### config.mk
export PLATFORM = sky130hd
export DESIGN_NAME = tea_skid
export DESIGN_NICKNAME = d
export VERILOG_FILES = /design/src/design/tea_block_cipher_core_macros.svh /design/src/design/tea_pkg.sv /design/src/design/tea_skid.sv
export SDC_FILE = /design/constraint.sdc
export NUM_CORES = 1
export LEC_CHECK = 0
export ABC_AREA = 1
export BUFFER_PORTS_ARGS = -buffer_cell sky130_fd_sc_hd__buf_2
export CORE_ASPECT_RATIO = 1.75
export CORE_MARGIN = 2
export CORE_UTILIZATION = 25
export CTS_BUF_LIST = sky130_fd_sc_hd__clkbuf_4 sky130_fd_sc_hd__clkbuf_8 sky130_fd_sc_hd__clkbuf_16
export CTS_CLUSTER_DIAMETER = 200
export CTS_CLUSTER_SIZE = 14
export DETAILED_ROUTE_END_ITERATION = 16
export GPL_TIMING_DRIVEN = 0
export HOLD_SLACK_MARGIN = 0.02
export SLEW_MARGIN = 20
export SYNTH_ARGS = -nofsm -noshare
export SYNTH_HDL_FRONTEND = slang
export SYNTH_SLANG_ARGS = --single-unit
### constraint.sdc
create_clock -name clock -period 0.86 [get_ports clock]
set_input_delay 0.043 -clock clock [delete_from_list [all_inputs] [get_ports clock]]
set_output_delay 0.043 -clock clock [all_outputs]
set_load 0.02 [all_outputs]
### src/design/tea_block_cipher_core_macros.svh
// Assertion helpers shared by the cipher core
`ifndef TEA_BLOCK_CIPHER_CORE_MACROS_SVH
`define TEA_BLOCK_CIPHER_CORE_MACROS_SVH

// Check a property on every clock edge outside reset
`define TEA_ASSERT(label, prop, msg) \
   label: assert property (@(posedge clock) disable iff (reset) prop) \
      else $error(msg);

// Check a property on every clock edge, reset included
`define TEA_ASSERT_ALWAYS(label, prop, msg) \
   label: assert property (@(posedge clock) prop) else $error(msg);

`endif

### src/design/tea_pkg.sv
package tea_pkg;

   localparam int unsigned ROUNDS = 32;
   localparam int unsigned STAGES = 2 * ROUNDS;

   localparam logic [31:0] ROUND_DELTA = 32'h9E37_79B9;

   localparam int unsigned CSR_INDEX_W = 8;
   localparam logic [CSR_INDEX_W-1:0] CSR_KEY0 = CSR_INDEX_W'(0);
   localparam logic [CSR_INDEX_W-1:0] CSR_KEY1 = CSR_INDEX_W'(1);
   localparam logic [CSR_INDEX_W-1:0] CSR_KEY2 = CSR_INDEX_W'(2);
   localparam logic [CSR_INDEX_W-1:0] CSR_KEY3 = CSR_INDEX_W'(3);

   typedef struct packed {
      logic [31:0] k0;
      logic [31:0] k1;
      logic [31:0] k2;
      logic [31:0] k3;
   } tea_key_type;

   typedef struct packed {
      logic        decrypt;
      logic [31:0] y;
      logic [31:0] z;
   } tea_block_type;

   typedef struct packed {
      logic        second_half;
      logic [31:0] enc_sum;
      logic [31:0] dec_sum;
   } tea_round_ctl_type;

   typedef struct packed {
      logic advance;
      logic held;
   } tea_skid_status_type;

   function automatic logic [31:0] tea_round_sum(input int unsigned count);
      logic [63:0] product;
      product = 64'(count) * 64'(ROUND_DELTA);
      return product[31:0];
   endfunction

endpackage

### src/design/tea_skid.sv
module tea_skid import tea_pkg::*; (
   input  logic                clock,
   input  logic                reset,
   input  logic                last_vld,
   input  logic [63:0]         last_data,
   input  logic                rsp_tready,
   output logic                rsp_tvalid,
   output logic [63:0]         rsp_tdata,
   output tea_skid_status_type status
);

   logic        held_ff;
   logic        held_in;
   logic [63:0] data_ff;
   logic [63:0] data_in;

   always_comb begin
      if (held_ff) begin
         held_in = ~rsp_tready;
         data_in = data_ff;
      end else begin
         held_in = last_vld & ~rsp_tready;
         data_in = last_data;
      end
   end

   always_ff @(posedge clock) begin
      if (reset) begin
         held_ff <= 1'b0;
      end else begin
         held_ff <= held_in;
      end
   end

   always_ff @(posedge clock) begin
      data_ff <= data_in;
   end

   assign rsp_tvalid     = held_ff | last_vld;
   assign rsp_tdata      = held_ff ? data_ff : last_data;
   assign status.advance = ~held_ff;
   assign status.held    = held_ff;

endmodule

## After elaboration in Yosys (flattened, before gate mapping)

Cells that the tools add are included.

| word-level totals | value |
|---|---|
| register bits after elaboration | 65 |
| word-level logic and storage cells | 8 |
| memories kept | 0 |
| bits in writable memories | 0 |
| ROM bits | 0 |
| latch bits | 0 |

| cells by class | value |
|---|---|
| add/sub/neg operators | 0 |
| reductions and logical operators | 0 |
| divide/modulo/power cells | 0 |
| multiply operators | 0 |
| mux-type cells | 2 |
| bitwise gates (word level) | 4 |
| eq/ne operators | 0 |
| shift-type cells | 0 |
| $lt $le $gt $ge | 0 |

Operator list:

| operator | count |
|---|---|
| 2-to-1 mux 64 bit | 1 |
| NOT 1 bit | 2 |
| AND 1 bit | 1 |
| 2-to-1 mux 1 bit | 1 |
| OR 1 bit | 1 |

## Depth between registers and ports, before layout

| logic depth | value |
|---|---|
| word-level depth | 3 |
| gate-level depth with buffers | 5 |
| mapped depth without buffers | 3 |

## Least setup slack after synthesis

Ideal clock, no wire load.

| path | value |
|---|---|
| kind | flip-flop to flip-flop |
| start point | register held_ff |
| end point | register data_ff[10] |
| cell stages (with the launch flop) | 6 |
| library setup time | 0.171 ns |
| path slack | -0.174 ns |
| data arrival time | 0.863 ns |
| clock period less this slack | 1.034 ns |
| path through | dfxtp_1 -> inv_2 -> buf_4 -> buf_6 -> nand2_1 -> nand2_1 |

| on the way | value |
|---|---|
| longest elaborated chain between the ends | 1 |

Ends and longest elaborated chain:

| element | RTL line | RTL |
|---|---|---|
| from (decl) | tea_skid.sv:12 | `logic held_ff;` |
| from (signal assigned) | tea_skid.sv:31 | `held_ff <= held_in;` |
| 2-to-1 mux 64 bit | - |  |
| via rsp_tdata[10] | tea_skid.sv:8 | `output logic [63:0] rsp_tdata,` |
| to (signal assigned) | tea_skid.sv:36 | `data_ff <= data_in;` |
| to (decl) | tea_skid.sv:14 | `logic [63:0] data_ff;` |

The timed path passes the listed nets, and every way through them passes these cells.
A chain may end at the register's enable or synchronous reset.

## Worst setup path in the final report

| path | value |
|---|---|
| start point | register held_ff |
| end point | output port rsp_tdata[50] |

| on the way | value |
|---|---|
| longest elaborated chain between the ends | 1 |

Ends and longest elaborated chain:

| element | RTL line |
|---|---|
| 2-to-1 mux 64 bit | - |
| to (decl) | tea_skid.sv:8 |

No other way between the ends.

==> results.cfg <==
[clocking]
cts_tree = done
ctsLongestPathBuffers = 2
clock_latency_ns = 0.32
cts_num_sinks = 65
clk_pin_slew_ns = 0.05
holdBufCountCts = 2
cts_max_level = 3
cts-root-buf = clkbuf_16
numCtsBuffers = 9

[detailed_routing]
wire_per_inst_um = 12.3
num_vias = 2344
route.met2.wl_um = 4140
drt-total-wl_um = 7010
dr.max_layer_used = met4
dr.pass1.iters = 4
antenna_left = 0
drt-met1-wl_um = 2450
drtIter0Drc = 62
route.detailed.drc = 0
dr_wl_met3_um = 277
avgViaCountPerCell = 4.12

[floorplanning]
coreArea_um2 = 8610
rows = 45
start_util_pct = 25.5
die_area_um2 = 9570
ios = 135
die_h_um = 128
die_w_um = 74.8

[worst_setup_path]
worstPathArrival_ns = 1.32
path_max_fanout = 5
start_kind = register
end_kind = primary output
crit_type = reg2out
worstPathRequired_ns = 0.82
r2r_start = held_ff
startpoint = held_ff

[pwr]
total_power_uw = 8870
power_density_nw_per_um2 = 1920
p_leak_uw = 0.00230
vdd_drop_max_uv = 1710

[cells_and_area]
final_common_cell = nand2_2
final_cell_area_um2 = 4630
most-common-layout-cells = 74 x nand2_2, 73 x nand2_1, 72 x buf_2
drive_gt1_share_pct = 68.4
areaGrowthSynthToFinish_pct = 111
num_antenna_cells = 0
layout.cells.non_filler = 569
fin_nets = 516

[sta]
grt_setup_unrepaired = true
finClkSkew_ns = 0.00262
hold_slack_ns = -0.0596
fmax_ghz = 0.735
maxSlewHeadroom_pct = 88.2
setup_violations = 128
period_minus_slack_ns = 1.36
finalCritPeriodShare_pct = 158
setup_ws_ns = -0.500
worstMarginPinSlew_ns = 0.177
drv_slew = 0
hold_violations = 52

[worst_hold_path]
hold_start = last_data[7]
hp-class = in2reg

[global_route]
grt_start_max_net_pins = 11
grt_pass1_wl_um = 9490
gr-usage-all-layers_pct = 13.2
antenna_found_initial = 0
grt_pass1_vias = 2146
grt_overflow = 0

[synthesis]
ys_warn_count = 0
synth_area_per_cell_um2 = 7.86
syn-cell-area_um2 = 2190
ys_ff_latch = 65
synthesis.nets = 347
ys_types = 8
synth_seq_area_share_pct = 59.3
syn_inst = 279

[run]
drv_cap = 0

[status]
outcome = finished, violations left
failed_checks = negative hold slack, negative setup slack

[placement]
placed_cell_area_um2 = 3200
io_buffers = 134
dpl_worst_slack_ns = -0.226
gp_routability_congestion = 0.757
dp.cells = 530
dp_hpwl_um = 4370
==> final timing paths <==
path                                       to  slack (ns)  depth (start not counted)
worst max-delay path            rsp_tdata[50]       -0.50                          6
worst min-delay path               data_ff[7]       -0.06                          3
worst max register to register    data_ff[12]       -0.23                          6
worst min register to register    data_ff[53]        0.44                          2
==> where the power goes <==
group	switching (µW)	total (µW)	internal (µW)
clock	1210	3480	2270
sequential	73.3	3340	3270
combinational	1030	2050	1020
==> synth_stat cells <==
cell type  number  share of area, %
nand2_1       193                33
dfxtp_1        65                59
buf_6          10               5.1
buf_4           3               1.0
inv_1           3              0.51
buf_2           2              0.46
nor2_1          2              0.34
inv_2           1              0.17
==> final cells by class <==
| type | count | area (µm²) |
|---|---|---|
| fillers | 772 | 3990 |
| repair buffers | 158 | 1380 |
| flip-flops and latches | 65 | 1310 |
| multi-input cells | 195 | 1270 |
| clock buffers | 11 | 240 |
| plain buffers | 15 | 215 |
| well taps | 117 | 146 |
| clock inverters | 4 | 45.0 |
| inverters | 4 | 20.0 |
==> flip-flops by register name, indices dropped and copies added (netlist names) <==
| register | flops |
|---|---|
| data_ff | 64 |
| held_ff | 1 |
==> worst max-delay path, stage by stage (launching register included) <==
cell and delay (ns):
dfxtp_4 0.39, inv_6 0.05, clkbuf_16 0.16, clkbuf_16 0.16
nand2_2 0.06, nand2_2 0.05, buf_6 0.13
==> timing repair <==
item,CTS,global route
endpoints found under the hold margin,65,52
gates resized for setup,122,125
endpoints found under the setup margin,125,128
buffers inserted,1,14
pin swaps,0,13
cloned,0,7
==> per-layer routing <==
metal  up-vias  track usage [%]
met5         -                0
met4         0             6.93
met3        10             3.69
met2        69             23.4
met1      1097             13.4
li1       1168                -
==> logic make-up (layout without fill, tap and decap cells) <==
family	Yosys count	after routing	synth area share, %
buf+inv	19	192	7.30
flops	65	65	59.3
simple gates	195	195	33.4
==> through the flow <==
stage	util [%]	setup TNS (ns)
after global routing	53.7	-43.22
final	53.7	-37.53
after detailed placement	37.1	-14.98
after CTS	45.2	-35.41
after global placement	37.1	-14.20
after floorplan	-	-3.10
(Power assumes the default switching activity.)
