**src/design/tea_block_cipher_core_macros.svh**
```systemverilog
// Assertion helpers shared by the cipher core
`ifndef TEA_BLOCK_CIPHER_CORE_MACROS_SVH
`define TEA_BLOCK_CIPHER_CORE_MACROS_SVH

// Check a property on every clock edge outside reset
`define TEA_ASSERT(label, prop, msg) \
   label: assert property (@(posedge clock) disable iff (reset) prop) \
      else $error(msg);

// Check a property on every clock edge, reset included
`define TEA_ASSERT_ALWAYS(label, prop, msg) \
   label: assert property (@(posedge clock) prop) else $error(msg);

`endif

```
**src/design/tea_pkg.sv**
```systemverilog
package tea_pkg;

   localparam int unsigned ROUNDS = 32;
   localparam int unsigned STAGES = 2 * ROUNDS;

   localparam logic [31:0] ROUND_DELTA = 32'h9E37_79B9;

   localparam int unsigned CSR_INDEX_W = 8;
   localparam logic [CSR_INDEX_W-1:0] CSR_KEY0 = CSR_INDEX_W'(0);
   localparam logic [CSR_INDEX_W-1:0] CSR_KEY1 = CSR_INDEX_W'(1);
   localparam logic [CSR_INDEX_W-1:0] CSR_KEY2 = CSR_INDEX_W'(2);
   localparam logic [CSR_INDEX_W-1:0] CSR_KEY3 = CSR_INDEX_W'(3);

   typedef struct packed {
      logic [31:0] k0;
      logic [31:0] k1;
      logic [31:0] k2;
      logic [31:0] k3;
   } tea_key_type;

   typedef struct packed {
      logic        decrypt;
      logic [31:0] y;
      logic [31:0] z;
   } tea_block_type;

   typedef struct packed {
      logic        second_half;
      logic [31:0] enc_sum;
      logic [31:0] dec_sum;
   } tea_round_ctl_type;

   typedef struct packed {
      logic advance;
      logic held;
   } tea_skid_status_type;

   function automatic logic [31:0] tea_round_sum(input int unsigned count);
      logic [63:0] product;
      product = 64'(count) * 64'(ROUND_DELTA);
      return product[31:0];
   endfunction

endpackage

```
**src/design/tea_key_regs.sv**
```systemverilog
module tea_key_regs import tea_pkg::*; (
   input  logic                   clock,
   input  logic                   reset,
   input  logic                   csr_wr_en,
   input  logic [CSR_INDEX_W-1:0] csr_index,
   input  logic [31:0]            csr_wdata,
   output tea_key_type            key
);

   tea_key_type key_ff;
   tea_key_type key_in;

   always_comb begin
      key_in = key_ff;
      if (csr_wr_en) begin
         case (csr_index)
            CSR_KEY0: key_in.k0 = csr_wdata;
            CSR_KEY1: key_in.k1 = csr_wdata;
            CSR_KEY2: key_in.k2 = csr_wdata;
            CSR_KEY3: key_in.k3 = csr_wdata;
            default:  key_in    = key_ff;
         endcase
      end
   end

   always_ff @(posedge clock) begin
      if (reset) begin
         key_ff <= '0;
      end else begin
         key_ff <= key_in;
      end
   end

   assign key = key_ff;

endmodule

```
**config.mk**
```make
export PLATFORM = sky130hd
export DESIGN_NAME = tea_key_regs
export DESIGN_NICKNAME = d
export VERILOG_FILES = /design/src/design/tea_block_cipher_core_macros.svh /design/src/design/tea_pkg.sv /design/src/design/tea_key_regs.sv
export SDC_FILE = /design/constraint.sdc
export NUM_CORES = 1
export LEC_CHECK = 0
export ABC_AREA = 1
export BUFFER_PORTS_ARGS = -buffer_cell sky130_fd_sc_hd__buf_2
export CAP_MARGIN = 20
export CORE_UTILIZATION = 41
export CTS_BUF_LIST = sky130_fd_sc_hd__clkbuf_8
export DETAILED_ROUTE_END_ITERATION = 8
export PLACE_DENSITY = 0.7
export SLEW_MARGIN = 20
export SYNTH_ARGS = -nofsm -noshare
export SYNTH_HDL_FRONTEND = slang
export SYNTH_SLANG_ARGS = --single-unit
```
**constraint.sdc**
```tcl
create_clock -name clock -period 1.4 [get_ports clock]
set_clock_uncertainty 0.1 [all_clocks]
set_input_delay 0.21 -clock clock [delete_from_list [all_inputs] [get_ports clock]]
set_output_delay 0.21 -clock clock [all_outputs]
set_load 0.01 [all_outputs]
```
-- Word level (Yosys, flattened, before mapping)
Index checks and enable logic that the tools add are counted.
W data, S select, Z words.
- flip-flop bits (word level): 128
- input bits: 43
- output and inout port bits: 128
- reductions and logical operators: 5
- eq/ne operators: 3
- operator list (kind ; number):
    $eq A8 B2 Y1 const B ; 2
    $eq A8 B1 Y1 const B ; 1
    $logic_not A8 Y1 ; 1
    $reduce_and A2 Y1 ; 4

-- Depth between registers and ports, before layout
- depth after elaboration: 2
- depth in mapped cells: 8
- gate-level depth less buffers: 6

-- Worst setup path before layout
No wires, ideal clock.
- path type: input -> register
- start point: in csr_index[3]
- end point: reg key_ff, in the netlist key[10]
- setup time: 115 ps
- buffers on the path: 2
- setup slack: 193 ps
- stages on the path: 8
- arrival: 992 ps
- path through: nor2_1 nand2_1 nor2_2 buf_4 buf_2 nand3_1 nand2_1 nor2_1
- cells in the longest elaborated chain, start to end: 2
- ends and longest elaborated chain (what ; RTL line ; source):
    start: declaration ; tea_key_regs.sv:5 ; input logic [CSR_INDEX_W-1:0] csr_index,
    $eq A8 B2 Y1 ; tea_key_regs.sv:16 ; case (csr_index)
    $reduce_and A2 Y1 (no line) ; - ;
    end signal: assignment ; tea_key_regs.sv:30 ; key_ff <= key_in;
    end: declaration ; tea_key_regs.sv:10 ; tea_key_type key_ff;
Every way passes these cells.
A chain may end at the register's enable or synchronous reset.

-- Worst setup path after layout
- start point: reg key_ff, in the netlist key[97]
- end point: out key[97] in the netlist's numbering
- RTL lines (what ; RTL line ; source):
    end: declaration ; tea_key_regs.sv:7 ; output tea_key_type key
No word-level cell between the ends.

==> impl_metrics.py <==
metrics = {
    "run": {
        "cap_violations": 0,
    },
    "timing": {
        "post-route-min-period_ns": 1.27,
        "worst_pin_slew_ns": 0.282,
        "hold_viol": 0,
        "fin_crit_sh_pct": 90.6,
        "maxSlewViolCount": 0,
        "slew-limit-headroom_pct": 81.2,
        "setup_viol": 0,
        "fmax_ghz": 0.789,
        "setup_ws_ns": 0.132,
        "rsz0062_at_grt": "no",
    },
    "clock_network": {
        "clk_pin_slew_ns": 0.08,
        "clk_path_buf_depth": 2,
        "clock_latency_ns": 0.43,
        "cts.repair.resized": 0,
        "root_buffer": "clkbuf_8",
        "cts_buffers": 17,
        "cts_setup_buffers": 0,
        "cts_tree": "yes",
        "clock-sinks": 128,
        "htreeDepth": 4,
        "postCtsHoldBufs": 0,
    },
    "logic_synthesis": {
        "synthCells": 756,
        "netlist.area_leader.share_pct": 47.3,
        "netlist_area_um2": 5420,
        "yosysSeqAreaShare_pct": 47.3,
        "synth_warnings": 0,
        "syn_area_per_cell_um2": 7.16,
        "netlist_top_cells_area": "dfxtp_1 (47%), a21oi_1 (12%), nand3_1 (12%)",
        "yosys.area.top_type": "dfxtp_1",
        "yosys_register_bits": 128,
        "synthDistinctLibCells": 12,
        "synthesis.nets": 799,
    },
    "critical_path": {
        "regToRegSetupSlack_ns": 0.67,
        "crit_path_end_kind": "output pin",
        "reg2reg_to": "key[7]$_SDFFE_PP0P_",
        "crit_chain": "buf_2",
        "crit_family": "flip-flops",
        "crit_buf_inv": 1,
        "reg2reg_depth": 2,
        "worstPathRequired_ns": 1.09,
        "criticalPathCategory": "flop to output pin",
        "critPathMaxStageDelay_ns": 0.36,
        "crit_arrival_ns": 0.96,
        "crit_fanout": 2,
        "reg2reg_from": "key[7]$_SDFFE_PP0P_",
        "cp_slowest_cell": "dfxtp_1",
        "cp-start-kind": "flop",
    },
    "floorplanning": {
        "die_w_um": 117,
        "ioPinCount": 171,
        "die-area_um2": 13700,
        "die_h_um": 117,
        "core_area_um2": 12800,
        "start_util_pct": 42.4,
        "rows": 41,
    },
    "routing": {
        "dr.pass1.iters": 4,
        "drt-met1-wl_um": 6540,
        "drt_iter0_drc": 359,
        "ant_nets": 0,
        "met2_length_um": 6450,
        "wl_per_cell_um": 12.8,
        "wl_met3_um": 863,
        "drc": 0,
        "post_drt_via_cell_ratio": 4.82,
        "vias": 5265,
        "top_layer": "met4",
        "wirelength_um": 14000,
    },
    "final_layout": {
        "antennaDiodeCount": 0,
        "largest_reg_flops": 128,
        "multi_input_area_um2": 2300,
        "nFillCells": 1276,
        "seq_area_um2": 2560,
        "area_growth_pct": 28.4,
        "final_util_pct": 54.5,
        "final_common_cell": "buf_2",
        "final_cell_mix": "buf_2 (170), nand2_1 (132), nor2_1 (131)",
        "fin_area_um2": 6960,
        "layout-drive-gt1-share_pct": 25.9,
        "final_nets": 950,
    },
    "global_routing": {
        "grt_max_degree": 69,
        "grt_pass1_wl_um": 21800,
        "antenna_found_initial": 0,
        "overflow": 0,
        "grt_pass1_vias": 4427,
        "gr-usage-all-layers_pct": 20.6,
    },
    "place": {
        "dp_slack_ns": -0.0521,
        "gp_congestion": 0.754,
        "place_area_um2": 6500,
        "port_buffers": 170,
        "dp_hpwl_um": 9150,
    },
    "power_and_ir_drop": {
        "switching_power_mw": 1.77,
        "combPwrFrac_pct": 6.4,
        "powerDensity_nw_per_um2": 1110,
        "p_int_mw": 5.98,
        "power_frac_seq_pct": 47.1,
        "swShare_pct": 22.8,
        "ir_drop_v": 0.00104,
        "pwr-share-clk_pct": 46.5,
        "power.leakage_nw": 3.35,
    },
    "worst_hold_path": {
        "min_to": "key[43]$_SDFFE_PP0P_",
        "hold_path_depth": 5,
        "min_from": "csr_wdata[11]",
        "hp-class": "input pin to flop",
    },
    "run_status": {
        "status": "finished, final reports clean",
    },
}
## cell families after synthesis
family	share of synthesized area, %
AO/OA/AOI/OAI	11.8
buffers and inverters	10.5
flip-flops	47.3
AND/OR/NAND/NOR	30.4
## tightest hold or removal path: stages
cell     delay, ns
buf_2         0.07
inv_1         0.06
nand3_1       0.08
nand2_1       0.04
nor2_1        0.07
## cell type report
class,instances,share of cell area [%]
repair buffers,202,18.4
inverters,36,2.00
multi-input cells,522,33.1
flip-flops and latches,128,36.8
clock inverters,10,2.25
clock buffers,22,4.35
well taps,172,3.09
## metrics by stage
step / cells / hold WS, ns / setup TNS (ns) / total power [mW]
3_3_place_gp: 1060 / 0.354 / -0.243 / 4.23
2_1_floorplan: 756 / 0.366 / 0 / 4.05
3_5_place_dp: 1060 / 0.362 / -1.57 / 4.23
5_1_grt: 1092 / 0.0341 / 0 / 8.06
6_report: 1092 / 0.0424 / 0 / 7.75
4_1_cts: 1092 / 0.0101 / 0 / 7.83
## worst max-delay path by stage
stage / start / to / cells past startpoint
floorplan: csr_index[3] / key[10]$_SDFFE_PP0P_ / 8
global placement: csr_index[7] / key[8]$_SDFFE_PP0P_ / 9
detailed placement: csr_index[5] / key[77]$_SDFFE_PP0P_ / 9
CTS: key[97]$_SDFFE_PP0P_ / key[97] / 1
global route: key[97]$_SDFFE_PP0P_ / key[97] / 1
finish: key[97]$_SDFFE_PP0P_ / key[97] / 1
## routing by layer
layer | global-route usage, % | up-vias
met4 | 8.35 | 0
met5 | 0 | -
met1 | 27.3 | 2333
met2 | 31.2 | 169
met3 | 6.18 | 8
li1 | - | 2755
## power by group through the flow
stage	Clock [mW]	Combinational [mW]	Sequential [mW]
floorplan	0	0.314	3.74
global placement	0	0.497	3.74
detailed placement	0	0.498	3.74
CTS	3.68	0.500	3.65
global route	3.85	0.557	3.65
finish	3.60	0.495	3.65
## synth_stat cells (all sizes together)
| cell type | n |
|---|---|
| nand3 | 128 |
| nand2 | 132 |
| nor2 | 134 |
| dfxtp | 128 |
| inv | 36 |
| buf | 66 |
| clkbuf | 4 |
| a21oi | 128 |
Note: power is estimated with default switching activity, not from simulation.
