## config.mk

```make
export PLATFORM = sky130hd
export DESIGN_NAME = tea_half_round
export DESIGN_NICKNAME = d
export VERILOG_FILES = /design/src/design/tea_block_cipher_core_macros.svh /design/src/design/tea_pkg.sv /design/src/design/tea_half_round.sv
export SDC_FILE = /design/constraint.sdc
export NUM_CORES = 1
export LEC_CHECK = 0
export BUFFER_PORTS_ARGS = -buffer_cell sky130_fd_sc_hd__buf_2
export CAP_MARGIN = 20
export CORE_ASPECT_RATIO = 0.7
export CORE_MARGIN = 2
export CORE_UTILIZATION = 55
export DETAILED_ROUTE_END_ITERATION = 10
export PLACE_DENSITY = 0.83
export SETUP_SLACK_MARGIN = 0.2
export SLEW_MARGIN = 20
export SYNTH_ARGS = -nofsm -noshare
export SYNTH_HDL_FRONTEND = slang
export SYNTH_SLANG_ARGS = --single-unit
```

## constraint.sdc

```tcl
create_clock -name clock -period 11.3 [get_ports clock]
set_clock_uncertainty 0.15 [all_clocks]
set_input_delay 3.39 -clock clock [delete_from_list [all_inputs] [get_ports clock]]
set_output_delay 3.39 -clock clock [all_outputs]
set_load 0.02 [all_outputs]
```

## src/design/tea_block_cipher_core_macros.svh

```systemverilog
// Assertion helpers shared by the cipher core
`ifndef TEA_BLOCK_CIPHER_CORE_MACROS_SVH
`define TEA_BLOCK_CIPHER_CORE_MACROS_SVH

// Check a property on every clock edge outside reset
`define TEA_ASSERT(label, prop, msg) \
   label: assert property (@(posedge clock) disable iff (reset) prop) \
      else $error(msg);

// Check a property on every clock edge, reset included
`define TEA_ASSERT_ALWAYS(label, prop, msg) \
   label: assert property (@(posedge clock) prop) else $error(msg);

`endif

```

## src/design/tea_pkg.sv

```systemverilog
package tea_pkg;

   localparam int unsigned ROUNDS = 32;
   localparam int unsigned STAGES = 2 * ROUNDS;

   localparam logic [31:0] ROUND_DELTA = 32'h9E37_79B9;

   localparam int unsigned CSR_INDEX_W = 8;
   localparam logic [CSR_INDEX_W-1:0] CSR_KEY0 = CSR_INDEX_W'(0);
   localparam logic [CSR_INDEX_W-1:0] CSR_KEY1 = CSR_INDEX_W'(1);
   localparam logic [CSR_INDEX_W-1:0] CSR_KEY2 = CSR_INDEX_W'(2);
   localparam logic [CSR_INDEX_W-1:0] CSR_KEY3 = CSR_INDEX_W'(3);

   typedef struct packed {
      logic [31:0] k0;
      logic [31:0] k1;
      logic [31:0] k2;
      logic [31:0] k3;
   } tea_key_type;

   typedef struct packed {
      logic        decrypt;
      logic [31:0] y;
      logic [31:0] z;
   } tea_block_type;

   typedef struct packed {
      logic        second_half;
      logic [31:0] enc_sum;
      logic [31:0] dec_sum;
   } tea_round_ctl_type;

   typedef struct packed {
      logic advance;
      logic held;
   } tea_skid_status_type;

   function automatic logic [31:0] tea_round_sum(input int unsigned count);
      logic [63:0] product;
      product = 64'(count) * 64'(ROUND_DELTA);
      return product[31:0];
   endfunction

endpackage

```

## src/design/tea_half_round.sv

```systemverilog
module tea_half_round import tea_pkg::*; (
   input  logic              clock,
   input  logic              reset,
   input  logic              advance,
   input  tea_round_ctl_type ctl,
   input  tea_key_type       key,
   input  logic              vld_in,
   input  tea_block_type     blk_in,
   output logic              vld_out,
   output tea_block_type     blk_out
);

   function automatic logic [31:0] tea_mix(input logic [31:0] w, input logic [31:0] s,
                                           input logic [31:0] ka, input logic [31:0] kb);
      logic [31:0] a;
      logic [31:0] b;
      logic [31:0] c;
      a = (w << 4) + ka;
      b = w + s;
      c = (w >> 5) + kb;
      return a ^ b ^ c;
   endfunction

   logic          stage_vld_ff;
   logic          stage_vld_in;
   tea_block_type stage_blk_ff;
   tea_block_type stage_blk_in;

   logic        update_y;
   logic [31:0] src_word;
   logic [31:0] dst_word;
   logic [31:0] sum;
   logic [31:0] ka;
   logic [31:0] kb;
   logic [31:0] term;
   logic [31:0] new_word;

   always_comb begin
      update_y = ~(ctl.second_half ^ blk_in.decrypt);
      src_word = update_y ? blk_in.z : blk_in.y;
      dst_word = update_y ? blk_in.y : blk_in.z;
      sum      = blk_in.decrypt ? ctl.dec_sum : ctl.enc_sum;
      ka       = update_y ? key.k0 : key.k2;
      kb       = update_y ? key.k1 : key.k3;
      term     = tea_mix(src_word, sum, ka, kb);
      new_word = blk_in.decrypt ? dst_word - term : dst_word + term;

      stage_blk_in = blk_in;
      if (update_y) begin
         stage_blk_in.y = new_word;
      end else begin
         stage_blk_in.z = new_word;
      end
      stage_vld_in = advance ? vld_in : stage_vld_ff;
   end

   always_ff @(posedge clock) begin
      if (reset) begin
         stage_vld_ff <= 1'b0;
      end else begin
         stage_vld_ff <= stage_vld_in;
      end
   end

   // advance the block only when the pipeline moves
   always_ff @(posedge clock) begin
      if (advance) begin
         stage_blk_ff <= stage_blk_in;
      end
   end

   assign vld_out = stage_vld_ff;
   assign blk_out = stage_blk_ff;

endmodule

```

* Word level (Yosys, flattened, before mapping)
Cells that the tools add are included.
** Storage, ports and cells
- Output and inout port bits :: 66
- Flip-flop bits (word level) :: 66
- Logic and storage cells :: 20
- Bits of input ports :: 262
** Operators by class
- Bitwise logic cells :: 3
- Muxes and demuxes :: 8
- Add/sub/neg operators :: 5
** Operators with widths (count)
- $mux 32 :: 8
- $add 32x32->32 :: 3
- $xor 32x32->32 :: 2
- $add 27x32->32 :: 1
- $sub 32x32->32 :: 1
- $xor 1x1->1 :: 1

* Longest topological paths before layout
Gate-level depths: netlist of run 1.
- Depth in word-level cells :: 8
- Depth in mapped cells :: 36

* Worst setup path after synthesis of run 1
Ideal clock, no wire load.
- Path type :: input to register
- Start point :: in ctl[64] (netlist bit)
- End point :: reg stage_blk_ff (netlist bit blk_out[31]), data pin
- Data arrival time :: 10.014 ns
- Path slack :: 0.871 ns
- Stages on the path :: 33
- Path buffers :: 6
- Path through :: xnor2_2 > buf_4 > buf_1 > clkbuf_1 > clkbuf_1 > nand2_1 > nand2_1 > ha_1 > clkbuf_1 > a21o_1 > a221o_1 > a21oi_1 > o22ai_1 > nor3_2 > xnor2_1 > xnor3_1 > or3_4 > nor3b_4 > nor2_1 > xnor2_1 > ha_1 > clkbuf_1 > a21o_1 > a21oi_1 > o21ai_0 > a311oi_1 > nor3_1 > o31ai_1 > a21oi_1 > o22a_1 > xnor2_1 > xnor2_1 > o211ai_1
** RTL lines
- start: declaration :: line tea_half_round.sv:5 : input tea_round_ctl_type ctl,
- end signal: assignment :: line tea_half_round.sv:68 : stage_blk_ff <= stage_blk_in;
- end: declaration :: line tea_half_round.sv:26 : tea_block_type stage_blk_ff;

==> qor.yml, run 1 <==
outcome:
  outcome: "completed"
detailed_routing:
  drt-total-wl_mm: 43.36
  drt_iter0_markers: 1482
  drc_errors: 0
  vias: 13120
  first_pass_iters: 5
  drtAntennaViolNets: 0
  avgRoutedWirePerCell_um: 19.89
  viasPerCell: 6.019
timing:
  finalHoldViolations: 0
  period_needed_ns: 10.74
  setup_viol: 0
  setup_tns_ns: 0
  hold-worst-slack_ns: 0.4541
  fmax_ghz: 0.09309
  rsz0062_at_grt: "no"
  fin_crit_sh: 0.9506
  max_slew.worst_pin.slew_ns: 0.8330
  drv_slew: 0
  slew_headroom: 0.4447
die:
  ios: 328
  die_h_um: 128.1
  die_area_mm2: 0.02324
  core_mm2: 0.02162
  std_cell_rows: 45
  start_util: 0.5601
  die_w_um: 181.3
clock_network:
  cts_tree: "done"
  cts_sinks: 66
  htreeDepth: 3
  clockBufferDepth: 2
  postCtsSetupBuffers: 0
  hold_buffers: 0
  clk_latency_ns: 0.33
  cts_buffers: 9
  clkTransAtPathRegs_ns: 0.06
  clockRootBuffer: "clkbuf_16"
synth:
  synth.yosys.seq_area_share: 0.1628
  synth_area_leader_cell: "edfxtp_1"
  ys.flop_type: "edfxtp_1"
  ys_warn_count: 0
  synth_top_area_frac: 0.1612
  synth_nets: 1977
  synth.most_common_cell: "nand2_1"
  netlist_area_mm2: 0.01211
  synth_area_leaders: "edfxtp_1, nand2_1, ha_1"
  syn_avg_cell_area_um2: 7.592
  synth_edf_count: 65
  ys_async_sr_fraction: 0
  synth.cells.most_frequent: "nand2_1, xnor2_1, ha_1"
  syn-instance-count: 1595
  synth.ff_latch_count: 66
  yosys.cell_types.count: 87
global_routing:
  grt_pass1_vias: 11640
  antenna_found_initial: 1
  grt_use_total: 0.3630
  grt_pass1_wl_mm: 64.98
  gr-total-overflow: 0
  grt_max_degree: 85
layout:
  fin_area_mm2: 0.01434
  nNetsFinal: 2274
  area_delta_synth_final_pct: 18.38
  layout.cells.non_filler: 2180
  fillCellCount: 1886
  final_layout_size_suffix_gt1_frac: 0.2314
critical_path:
  slowest_delay_ns: 0.45
  cp_slowest_cell: "xnor3_1"
  cp-end-kind: "register"
  cp-start-kind: "input pin"
  crit_path_max_fanout: 12
  worstPathArrival_ns: 10.66
  required_ns: 11.21
  critPathKind: "in -> reg"
power_and_ir_drop:
  vdd_ir_drop_max_v: 0.0001321
  p_per_area_mw_per_mm2: 280.7
  leakage_nw: 7.138
flow_run:
  cap_viol_max_count: 0
placement:
  gp_congestion: 1.023
  place_hpwl_mm: 36.81
  io_buffers: 327
  dpl-instance-area_mm2: 0.01403
  dp_cells: 2163
worst_hold_path:
  hold_class: "reg -> reg"
-- cell families after synthesis --
logic type      synth area share
fa+ha+maj                 0.1285
mux                      0.05704
flops                     0.1628
compound gates            0.2195
buf+inv                  0.03399
simple gates              0.2257
xor+xnor                  0.1725
-- per-stage QoR --
step,power (W),util,worst slack (ns)
final,0.004024,0.6630,0.5577
after detailed placement,0.003631,0.6491,0.3659
after global routing,0.004299,0.6630,0.2130
after global placement,0.003566,0.6491,0.4523
after CTS,0.003930,0.6627,0.6703
after floorplan,0.002838,-,0.8712
-- worst paths after layout --
kind | from | endpoint | slack [ns] | cells after the start
min reg2reg | vld_out$_SDFFE_PP0P_ | vld_out$_SDFFE_PP0P_ | 0.45 | 2
min | vld_out$_SDFFE_PP0P_ | vld_out$_SDFFE_PP0P_ | 0.45 | 2
max | ctl[64] | blk_out[63]$_DFFE_PP_ | 0.56 | 29
max reg2reg | vld_out$_SDFFE_PP0P_ | vld_out$_SDFFE_PP0P_ | 10.47 | 2
-- cell usage in the layout, fill, tap and decap left out, types with 31 or more instances in the layout --
master      n
a21o_1     67
mux2_2     31
xnor2_1   140
xor2_1     50
ha_1      118
o21ai_0   114
inv_1      37
nor2_1     63
nand2_1   410
edfxtp_1   65
a21oi_1   101
buf_2     327
-- registers in the layout (all words and copies together), names as in the netlist --
register,count
blk_out,65
vld_out,1
-- power breakdown --
| part | switching (W) | internal [W] |
|---|---|---|
| clock network | 0.000104 | 0.000170 |
| registers | 0.0000304 | 0.000472 |
| logic | 0.00196 | 0.00129 |
| total | 0.00210 | 0.00193 |
-- repair_timing --
action,in CTS,in global routing
endpoints found under the hold margin,0,0
endpoints found under the setup margin,0,4
gates resized for setup,0,1
-- routing by layer --
layer	vias up	wire, um	global-route usage
met5	-	0	0
met4	0	272	0.04113
met3	27	5989	0.1074
met2	769	16610	0.4958
met1	6063	20480	0.5664
li1	6262	-	-
-- final cells by class --
cell class	count	area [um^2]	area share
multi-input cells	1426	9737	0.6792
flip-flops and latches	66	1972	0.1376
repair buffers	351	1833	0.1279
well taps	282	352.8	0.02461
clock buffers	9	225.2	0.01571
inverters	38	142.6	0.009950
clock inverters	7	70.07	0.004888
diodes	1	2.502	0.0001746
-- worst max-delay path, delay by kind of cell --
| family | cells | cell delay (ns) |
|---|---|---|
| buffers and inverters | 2 | 0.65 |
| AO/OA/AOI/OAI | 13 | 2.96 |
| AND/OR/NAND/NOR | 7 | 1.43 |
| adder cells (fa/ha/maj) | 2 | 0.73 |
| XOR/XNOR | 5 | 1.46 |
No activity file was read; power rests on OpenSTA's default activity.
==> run 2, diff against run 1 <==
- BUFFER_PORTS_ARGS: -buffer_cell sky130_fd_sc_hd__buf_2 -> not set
- CORE_UTILIZATION: 55 -> 60
- DONT_BUFFER_PORTS: not set -> 1
- PLACE_DENSITY: 0.83 -> 0.76
==> qor.yml, run 2 (same netlist as run 1, synthesis figures left out) <==
layout:
  final_cell_mix: "nand2_1, xnor2_1, ha_1"
  antenna_cells: 0  # -1
  final_util: 0.6381  # -0.02488
  layout.cells.non_filler: 1828  # -16%
  final_layout_size_suffix_gt1_frac: 0.06226  # -0.1692
  final_common_cell: "nand2_1"
  area_delta_synth_final_pct: 4.340
  largest_reg_flops: 65  # unchanged
  nNetsFinal: 1935  # -15%
detailed_routing:
  vias: 11880  # -9.5%
  wl_met1_mm: 18.64  # -9.0%
  viasPerCell: 6.498  # +8.0%
  drtAntennaViolNets: 0  # unchanged
  drt-total-wl_mm: 39.46  # -9.0%
  wl_met3_mm: 5.812  # -3.0%
  drt_iter0_markers: 1518  # +2.4%
  first_pass_iters: 6  # +1
  highest_layer: "met5"
  met2_length_mm: 14.44  # -13%
  avgRoutedWirePerCell_um: 21.59  # +8.6%
  drc_errors: 0  # unchanged
placement:
  dp_cells: 1811  # -16%
  io_buffers: 0  # -100%
  gp_congestion: 0.9955  # -2.7%
  place_hpwl_mm: 33.12  # -10%
power_and_ir_drop:
  vdd_ir_drop_max_v: 0.0001231  # -6.9%
  p_per_area_mw_per_mm2: 306.0  # +9.0%
  leakage_nw: 5.806  # -19%
timing:
  drv_slew: 0  # unchanged
  max_slew.worst_pin.slew_ns: 0.7815  # -0.05156 ns
  setup_viol: 0  # unchanged
  hold-worst-slack_ns: 0.4814  # +0.02724 ns
  slew_headroom: 0.4782  # +0.03354
  rsz0062_at_grt: "no"
  fin_crit_sh: 0.9252  # -0.02549
  fmax_ghz: 0.09565  # +2.8%
  period_needed_ns: 10.45  # -0.2880 ns
  setup_tns_ns: 0  # unchanged
  finalHoldViolations: 0  # unchanged
critical_path:
  critPathKind: "in -> reg"
  worstPathArrival_ns: 10.36  # -0.30 ns
  timing.rr.end: "vld_out$_SDFFE_PP0P_"
  cp-end-kind: "register"
  cp-startpoint: "blk_in[64]"
  crit_path_max_fanout: 71  # +59
  cp-start-kind: "input pin"
  cp_top_family: "compound AO/OA/AOI/OAI gates"
  cp_slowest_cell: "xor2_4"
  reg2reg_slack_ns: 10.43  # -0.04 ns
  slowest_delay_ns: 0.62  # +0.17 ns
  r2r_cells: 2  # unchanged
  cp_num_buf_inv: 0  # -2
  required_ns: 11.21  # about the same
  r2r-start: "vld_out$_SDFFE_PP0P_"
clock_network:
  cts_tree: "done"
  clockBufferDepth: 2  # unchanged
  clkTransAtPathRegs_ns: 0.05  # about the same
  clockRootBuffer: "clkbuf_16"
  cts_resized: 0  # unchanged
  hold_buffers: 0  # unchanged
  postCtsSetupBuffers: 0  # unchanged
  cts_buffers: 9  # unchanged
  htreeDepth: 3  # unchanged
  cts_sinks: 66  # unchanged
  clk_latency_ns: 0.33  # about the same
global_routing:
  grt_use_total: 0.3552  # -0.007715
  antenna_found_initial: 0  # -1
  grt_pass1_vias: 10290  # -12%
  grt_pass1_wl_mm: 58.27  # -10%
  gr-total-overflow: 0  # unchanged
  grt_max_degree: 71  # -16%
worst_hold_path:
  holdPathEnd: "vld_out$_SDFFE_PP0P_"
  min_path_cells: 2  # unchanged
  worstHoldStart: "vld_out$_SDFFE_PP0P_"
  hold_class: "reg -> reg"
die:
  std_cell_rows: 43  # -4.4%
  die_h_um: 122.9  # -4.1%
  die_area_mm2: 0.02135  # -8.1%
  ios: 328  # unchanged
  start_util: 0.6116  # +0.05153
  core_mm2: 0.01980  # -8.4%
  die_w_um: 173.8  # -4.2%
flow_run:
  cap_viol_max_count: 0  # unchanged
outcome:
  outcome: "completed"
-- run 2: worst min-delay path, delay by kind of cell (launching register included) --
kind,cells,cell delay [ns]
simple gates,1,0.06
flops,1,0.37
mux,1,0.16
-- run 2: area by class of cell --
type	count	area [um^2]
clock buffers	10	229.0
clock inverters	6	105.1
fillers	1749	7164
inverters	38	142.6
multi-input cells	1427	9753
flip-flops and latches	66	1972
well taps	270	337.8
repair buffers	11	95.09
-- run 2: power breakdown --
group          switching (W)  internal (W)
clock              0.0000964      0.000214
sequential          0.000194      0.000483
combinational        0.00171       0.00116
total                0.00200       0.00186
-- run 2: metrics by stage --
stage / area [um^2] / setup WS (ns) / total power (W)
finish: 12630 / 0.8457 / 0.003866
global route: 12630 / 0.2061 / 0.004153
CTS: 12620 / 0.9980 / 0.003772
detailed placement: 12280 / 0.6998 / 0.003441
global placement: 12280 / 0.8328 / 0.003396
floorplan: 12110 / 0.8712 / 0.002838
-- run 2: how the worst max path moves through the flow --
stage                                 end  slack, ns  cells past startpoint
floorplan           blk_out[31]$_DFFE_PP_       0.87                     33
global placement    blk_out[63]$_DFFE_PP_       0.83                     28
detailed placement  blk_out[63]$_DFFE_PP_       0.70                     28
CTS                 blk_out[63]$_DFFE_PP_        1.0                     28
global route        blk_out[63]$_DFFE_PP_       0.21                     29
finish              blk_out[63]$_DFFE_PP_       0.85                     27
-- run 2: routing by layer --
metal  track usage  up-vias
met5       0.02315        -
met4       0.06565        2
met3        0.1134       34
met2        0.4622      742
met1        0.5567     5513
li1              -     5587
